==> config.mk <==
export PLATFORM = sky130hd
export DESIGN_NAME = lift_off_detector
export DESIGN_NICKNAME = d
export VERILOG_FILES = /design/src/rtl/lod_pkg.sv /design/src/rtl/lod_features.sv /design/src/rtl/lod_phase.sv /design/src/rtl/lift_off_detector.sv
export SDC_FILE = /design/constraint.sdc
export NUM_CORES = 1
export LEC_CHECK = 0
export ABC_AREA = 1
export BUFFER_PORTS_ARGS = -buffer_cell sky130_fd_sc_hd__buf_2
export CORE_MARGIN = 2
export CORE_UTILIZATION = 58
export CTS_CLUSTER_DIAMETER = 60
export CTS_CLUSTER_SIZE = 28
export DETAILED_ROUTE_END_ITERATION = 8
export PLACE_DENSITY_LB_ADDON = 0.05
export SLEW_MARGIN = 10
export SYNTH_ARGS = -nofsm -noshare
export SYNTH_HDL_FRONTEND = slang
export SYNTH_HIERARCHICAL = 1
export SYNTH_SLANG_ARGS = --single-unit
==> constraint.sdc <==
create_clock -name clk -period 9.02 [get_ports clk]
set_input_delay 1.804 -clock clk [delete_from_list [all_inputs] [get_ports clk]]
set_output_delay 1.804 -clock clk [all_outputs]
set_load 0.01 [all_outputs]
==> src/rtl/lod_pkg.sv <==
`timescale 1ns / 1ps
// ----------------------------------------------------------------------------
// lod_pkg
// Shared types and thresholds of the lift-off detector.
// ----------------------------------------------------------------------------
package lod_pkg;

  // near-still: |left| + |right| below this
  localparam logic [17:0] STILL_LIMIT     = 18'd50;
  // phase 0 leaves once the still count exceeds this
  localparam logic [3:0]  STILL_TICKS_MIN = 4'd10;
  // phase 1 gives up once its count exceeds this
  localparam logic [7:0]  LIFT_TIMEOUT    = 8'd200;
  localparam logic signed [15:0] ACCEL_LIMIT = 16'sd22000;
  // half width of the angle window in whole degrees
  localparam logic signed [17:0] ANGLE_WINDOW = 18'sd20;
  localparam int unsigned ANGLE_FRAC_BITS = 8;
  // phase 2 gives up once its count exceeds this
  localparam logic [6:0]  SPIN_TIMEOUT    = 7'd100;
  // wheel spin-up: |left + right| above this
  localparam logic [17:0] SPIN_LIMIT      = 18'd50;

  typedef enum logic [2:0] {
    PH_STILL = 3'b001,
    PH_LIFT  = 3'b010,
    PH_SPIN  = 3'b100
  } lod_phase_t;

  // per-item conditions
  typedef struct packed {
    logic still;
    logic lift;
    logic spin;
  } lod_flags_t;

  // detector state as seen from outside
  typedef struct packed {
    lod_phase_t  phase;
    logic [3:0]  still_ticks;
    logic [7:0]  lift_wait_ticks;
    logic [6:0]  spin_wait_ticks;
  } lod_status_t;

endpackage

==> src/rtl/lod_features.sv <==
`timescale 1ns / 1ps
// ----------------------------------------------------------------------------
// lod_features
// Sensor conditions of one tick: stillness, lift spike, wheel spin-up.
// ----------------------------------------------------------------------------
module lod_features (
  input  logic signed [15:0] accel_z,
  input  logic signed [16:0] tilt_angle,
  input  logic signed [15:0] left_count,
  input  logic signed [15:0] right_count,
  input  logic signed [7:0]  center_deg,
  output lod_pkg::lod_flags_t flags
);
  import lod_pkg::*;

  logic signed [17:0] left_ext;
  logic signed [17:0] right_ext;
  logic        [17:0] left_abs;
  logic        [17:0] right_abs;
  logic        [17:0] abs_sum;
  logic signed [17:0] wheel_sum;
  logic        [17:0] wheel_abs;
  logic signed [17:0] mid_ext;
  logic signed [17:0] angle_lo;
  logic signed [17:0] angle_hi;
  logic signed [17:0] angle_ext;

  always_comb begin
    left_ext  = {{2{left_count[15]}}, left_count};
    right_ext = {{2{right_count[15]}}, right_count};
    left_abs  = left_ext[17] ? 18'(-left_ext) : 18'(left_ext);
    right_abs = right_ext[17] ? 18'(-right_ext) : 18'(right_ext);
    abs_sum   = left_abs + right_abs;

    wheel_sum = left_ext + right_ext;
    wheel_abs = wheel_sum[17] ? 18'(-wheel_sum) : 18'(wheel_sum);

    mid_ext   = {{10{center_deg[7]}}, center_deg};
    angle_lo  = (mid_ext - ANGLE_WINDOW) <<< ANGLE_FRAC_BITS;
    angle_hi  = (mid_ext + ANGLE_WINDOW) <<< ANGLE_FRAC_BITS;
    angle_ext = {tilt_angle[16], tilt_angle};

    flags.still = abs_sum < STILL_LIMIT;
    flags.lift  = (accel_z > ACCEL_LIMIT) && (angle_ext > angle_lo) && (angle_ext < angle_hi);
    flags.spin  = wheel_abs > SPIN_LIMIT;
  end

endmodule

==> src/rtl/lod_phase.sv <==
`timescale 1ns / 1ps
// ----------------------------------------------------------------------------
// lod_phase
// Three-phase detector state and its per-tick update, phases fall through.
// ----------------------------------------------------------------------------
module lod_phase (
  input  logic                 clk,
  input  logic                 rst_n,
  input  logic                 step,
  input  lod_pkg::lod_flags_t  flags,
  output logic                 hit,
  output lod_pkg::lod_status_t status
);
  import lod_pkg::*;

  lod_phase_t phase_r, phase_nxt;
  logic [3:0] still_r, still_nxt;
  logic [7:0] lift_r,  lift_nxt;
  logic [6:0] spin_r,  spin_nxt;

  always_comb begin
    phase_nxt = phase_r;
    still_nxt = still_r;
    lift_nxt  = lift_r;
    spin_nxt  = spin_r;
    hit       = 1'b0;

    if (phase_nxt == PH_STILL) begin
      still_nxt = flags.still ? 4'(still_r + 4'd1) : 4'd0;
      if (still_nxt > STILL_TICKS_MIN) begin
        still_nxt = 4'd0;
        phase_nxt = PH_LIFT;
      end
    end
    if (phase_nxt == PH_LIFT) begin
      lift_nxt = 8'(lift_r + 8'd1);
      if (lift_nxt > LIFT_TIMEOUT) begin
        lift_nxt  = 8'd0;
        phase_nxt = PH_STILL;
      end
      if (flags.lift) begin
        phase_nxt = PH_SPIN;
      end
    end
    if (phase_nxt == PH_SPIN) begin
      spin_nxt = 7'(spin_r + 7'd1);
      if (spin_nxt > SPIN_TIMEOUT) begin
        spin_nxt  = 7'd0;
        phase_nxt = PH_STILL;
      end
      if (flags.spin) begin
        phase_nxt = PH_STILL;
        hit       = 1'b1;
      end
    end
  end

  always_ff @(posedge clk) begin
    if (!rst_n) begin
      phase_r <= PH_STILL;
      still_r <= '0;
      lift_r  <= '0;
      spin_r  <= '0;
    end else if (step) begin
      phase_r <= phase_nxt;
      still_r <= still_nxt;
      lift_r  <= lift_nxt;
      spin_r  <= spin_nxt;
    end
  end

  assign status.phase           = phase_r;
  assign status.still_ticks     = still_r;
  assign status.lift_wait_ticks = lift_r;
  assign status.spin_wait_ticks = spin_r;

endmodule

==> src/rtl/lift_off_detector.sv <==
`timescale 1ns / 1ps
// ----------------------------------------------------------------------------
// lift_off_detector
// Detects that a balancing vehicle has been picked up from the ground.
//
// One input transfer is one control tick (acceleration, tilt, two encoder
// counts); every tick gives exactly one result transfer with picked_up.
// Input and result channels use valid/ready. An item is held in the input
// register and is then folded into the detector state and written to the
// result register once that register is empty or being read; out_valid
// is set as the result is written. Throughput is one item per cycle, with
// one state update per tick, while the receiver does not stall. A new item
// is taken while a result waits, as long as the input register can move
// on; when the receiver stalls, the result register holds and the input
// register fills, then in_ready drops.
// cfg_we writes the balance center angle; write it only while idle.
// Synchronous reset clears the phase, all counters, the center angle and
// both valid flags; no clearing pass is needed.
// ----------------------------------------------------------------------------
module lift_off_detector (
  input  logic               clk,
  input  logic               rst_n,
  input  logic               cfg_we,
  input  logic signed [7:0]  cfg_wdata,
  input  logic               in_valid,
  output logic               in_ready,
  input  logic signed [15:0] in_accel_z,
  input  logic signed [16:0] in_tilt_angle,
  input  logic signed [15:0] in_left_count,
  input  logic signed [15:0] in_right_count,
  output logic               out_valid,
  input  logic               out_ready,
  output logic               out_picked_up
);
  import lod_pkg::*;

  logic signed [7:0]  center_deg_r;
  logic               s1_valid_r;
  logic signed [15:0] accel_r;
  logic signed [16:0] angle_r;
  logic signed [15:0] left_r;
  logic signed [15:0] right_r;
  logic               out_valid_r;
  logic               picked_r;
  logic               advance;
  logic               hit;
  lod_flags_t         flags;
  lod_status_t        status;

  assign advance  = s1_valid_r && (!out_valid_r || out_ready);
  assign in_ready = !s1_valid_r || advance;

  always_ff @(posedge clk) begin
    if (!rst_n) begin
      center_deg_r <= '0;
      s1_valid_r   <= 1'b0;
      out_valid_r  <= 1'b0;
    end else begin
      if (cfg_we) begin
        center_deg_r <= cfg_wdata;
      end
      if (in_ready) begin
        s1_valid_r <= in_valid;
      end
      if (advance) begin
        out_valid_r <= 1'b1;
      end else if (out_ready) begin
        out_valid_r <= 1'b0;
      end
    end
  end

  // payload registers
  always_ff @(posedge clk) begin
    if (in_valid && in_ready) begin
      accel_r <= in_accel_z;
      angle_r <= in_tilt_angle;
      left_r  <= in_left_count;
      right_r <= in_right_count;
    end
    if (advance) begin
      picked_r <= hit;
    end
  end

  lod_features u_features (
    .accel_z     (accel_r),
    .tilt_angle  (angle_r),
    .left_count  (left_r),
    .right_count (right_r),
    .center_deg  (center_deg_r),
    .flags       (flags)
  );

  lod_phase u_phase (
    .clk    (clk),
    .rst_n  (rst_n),
    .step   (advance),
    .flags  (flags),
    .hit    (hit),
    .status (status)
  );

  assign out_valid     = out_valid_r;
  assign out_picked_up = picked_r;

`ifndef ASSERT_OFF
  a_still_bound: assert property (@(posedge clk) disable iff (!rst_n)
    status.still_ticks <= STILL_TICKS_MIN)
    else $error("still count beyond its limit");

  a_lift_bound: assert property (@(posedge clk) disable iff (!rst_n)
    status.lift_wait_ticks <= LIFT_TIMEOUT)
    else $error("lift wait count beyond timeout");

  a_spin_bound: assert property (@(posedge clk) disable iff (!rst_n)
    status.spin_wait_ticks <= SPIN_TIMEOUT)
    else $error("spin wait count beyond timeout");

  a_hit_from_armed: assert property (@(posedge clk) disable iff (!rst_n)
    advance && hit |-> status.phase == PH_LIFT || status.phase == PH_SPIN)
    else $error("pickup reported from still phase");

  a_no_drop: assert property (@(posedge clk) disable iff (!rst_n)
    s1_valid_r && !advance |=> s1_valid_r)
    else $error("held tick dropped");
`endif

endmodule
==> impl_metrics.tcl <==
set metrics [dict create \
    first_global_vias 6193 \
    fin_ws_ns 4.138 \
    placement.io_buffers 80 \
    timing_hold_violations_final 0 \
    fp.dieW_um 117.4 \
    synth_seq_cells 98 \
    crit_path_frequent_cell "nand2_1" \
    cts_inserted_buffers 9 \
    num_vias 6616 \
    io-pin-count 81 \
    post_cts_resized 0 \
    peak_fanout_along_the_critical_path 10 \
    yosys_most_used_dff "edfxtp_1" \
    cellLeakagePower_uw 0.004009 \
    start_util_pct 59.31 \
    drv_cap 0 \
    coreArea_mm2 0.01257 \
    drt_drc_violations_left 0 \
    critPathLaunchType "flip-flop" \
    synth.cell_area_mm2 0.007455 \
    rsz0062_at_grt "no" \
    drt_pass1_iterations 5 \
    synthToLayoutAreaGrowth_pct 11.83 \
    clk_path_buf_depth 2 \
    hold_depth 2 \
    grt_max_degree 66 \
    drt-total-wl_mm 16.04 \
    endpoint_kind "flip-flop" \
    tcrit_tclk_final_pct 54.12 \
    ys.warnings.count 6 \
    antenna_cells 0 \
    fin_cells 1284 \
    number_of_levels_in_the_clock_h_tree 3 \
    critical_path_class "reg2reg" \
    tritoncts "yes" \
    netSwitchingPower_uw 435.6 \
    most_common_cell_after_layout_fill_and_taps_aside "nand2_1" \
    p_clk_share_pct 29.6 \
    layout-drive-gt1-share_pct 14.21 \
    antenna_violations_before_repair 0 \
    final_period_minus_worst_setup_slack_ns 4.882 \
    dpl.cell_count 1268 \
    cts.repair_timing.setup_buffer_count 0 \
    netSwitchingFraction_pct 34.00 \
    total_of_hold_buffers_inserted_after_clock_tree_synthesis 0 \
    critical_path.max_stage_delay_ns 0.43 \
    synth_cell_types 51 \
    hpwlAfterDp_mm 12.68 \
    worst_slack_on_hold_paths_ns 0.4763 \
    setup_tns_ns 0 \
    required_ns 9.31 \
    tightestPinTransition_ns 0.8070 \
    postRouteAntennaNets 0 \
    dr.first_iter.drc_count 387 \
    pwr_density_cell_mw_per_mm2 153.7 \
    wire_per_inst_um 12.49 \
    total_number_of_clock_tree_sinks 98 \
    place.gp.congestion 0.9451 \
    slew-limit-headroom_pct 46.20 \
    outcome "finished clean" \
    hold_path.class "reg2reg" \
    syn-mean-instance-area_um2 7.316 \
    dieArea_mm2 0.01378 \
    globalRouteOverflowTotal 0 \
    post_synth_edffs 66 \
    critPathArrivalTime_ns 5.17 \
    dp_slack_ns 4.126 \
    seqPwrFrac_pct 40.9 \
    rows 41 \
    avgViaCountPerCell 5.153 \
    chipHeight_um 117.4 \
    power.internal_uw 845.4 \
    setup_skew_ns 0.01197 \
    max_freq_mhz 204.8 \
    synth_cells 1019 \
    layout_common_cells "nand2_1 (280), inv_1 (132), nor2_1 (111)" \
    clk_root_buffer_cell "clkbuf_16" \
    wire_length_of_the_first_global_routing_pass_mm 27.40 \
    power.ir.vdd_worst_v 0.0002187 \
    cts.reportedPaths.clkPinSlew_ns 0.08 \
    total_global_routing_track_utilization_pct 24.10 \
    finish.net_count 1242 \
    cpMaxStageDelayCell "edfxtp_1" \
    report.final.setup_viol 0 \
    clkLatencyLatePin_ns 0.35 \
    reg2reg_depth 30 \
    synth-async-reset-ratio_pct 0 \
    fill_cell_total_of_the_finished_layout 1187 \
    comb_power_share_pct 29.5 \
    synth_seq_area_share_pct 35.18 \
    slew_viol_final 0 \
]
## per-layer routing
layer / global-route usage [%] / vias up / part of all wire [%]
met1: 29.29 / 2956 / 45
met5: 0 / - / 0
met3: 4.572 / 21 / 3.7
met4: 7.605 / 0 / 2.2
met2: 43.09 / 121 / 49
li1: - / 3518 / -
## cells by family after synthesis
kind of cell | count (synthesis) | synth area share (%)
other | 1 | 0.05030
AOI/OAI and AO/OA | 115 | 8.829
and+or+nand+nor | 554 | 33.27
adders and majority gates | 57 | 9.768
buffers and inverters | 151 | 7.855
DFF | 98 | 35.18
xor gates and xnor gates | 43 | 5.052
## cells in the mapped netlist, drive strengths merged (3+ instances only)
library cell	n	area, um^2
clkbuf	3	11.26
ha	55	688.2
a21oi	54	285.3
nand4	16	100.1
nand2	297	1172
dfxtp	32	640.6
or2	6	37.54
o21ai	39	202.7
nor3	16	90.09
clkinv	3	11.26
nor4	4	25.02
and2	3	18.77
edfxtp	66	1982
a22oi	3	22.52
xor2	32	280.3
nor2	123	516.7
inv	143	536.8
nand3	83	475.5
a211oi	5	42.54
xnor2	11	96.34
a31oi	3	18.77
nand3b	4	30.03
## power by group through the flow
stage | registers, uW | logic, uW | clock network, uW
finish | 524 | 377 | 379
global route | 528 | 435 | 407
CTS | 525 | 376 | 390
detailed placement | 534 | 374 | 0
global placement | 534 | 370 | 0
floorplan | 527 | 296 | 0
## worst max-delay path: cells and delay by family, from the launching register on
family	cells	cell delay, ns
compound gates	4	0.84
xor+xnor	2	0.35
simple gates	19	2.38
buf+inv	3	0.29
fa+ha+maj	2	0.54
flops	1	0.43
## area by class of cell
| type | count | area, um^2 | share of cell area [%] |
|---|---|---|---|
| Multi-Input combinational cell | 771 | 4250 | 50.98 |
| Sequential cell | 98 | 2623 | 31.46 |
| Clock buffer | 10 | 239.0 | 2.867 |
| Timing Repair Buffer | 81 | 407.9 | 4.893 |
| Clock inverter | 6 | 53.80 | 0.6454 |
| Tap cell | 172 | 215.2 | 2.581 |
| Inverter | 146 | 548.0 | 6.574 |
## per-stage QoR
stage / utilization [%] / total power, uW / cell area (um^2)
CTS: 66.33 / 1291 / 8337
detailed placement: 64.00 / 907.9 / 8044
global route: 66.33 / 1370 / 8337
finish: 66.33 / 1281 / 8337
global placement: 64.00 / 904.0 / 8044
floorplan: - / 823.9 / 7458
## registers in the layout (all words and copies together), names as in the netlist
| register | cells |
|---|---|
| accel_r | 16 |
| angle_r | 17 |
| center_deg_r | 8 |
| left_r | 16 |
| out_picked_up | 1 |
| out_valid | 1 |
| right_r | 16 |
| s1_valid_r | 1 |
| u_phase/lift_r | 8 |
| u_phase/phase_r | 3 |
| u_phase/spin_r | 7 |
| u_phase/still_r | 4 |
## worst paths after layout
kind                                                      start                         endpoint  slack (ns)
worst min register to register  u_phase/still_r[3]$_SDFFE_PN0P_  u_phase/still_r[3]$_SDFFE_PN0P_        0.48
worst max-delay path                        left_r[1]$_DFFE_PP_   u_phase/spin_r[6]$_SDFFE_PN0P_        4.14
worst max register to register              left_r[1]$_DFFE_PP_   u_phase/spin_r[6]$_SDFFE_PN0P_        4.14
worst min-delay path            u_phase/still_r[3]$_SDFFE_PN0P_  u_phase/still_r[3]$_SDFFE_PN0P_        0.48
No activity file was read; power rests on OpenSTA's default activity.
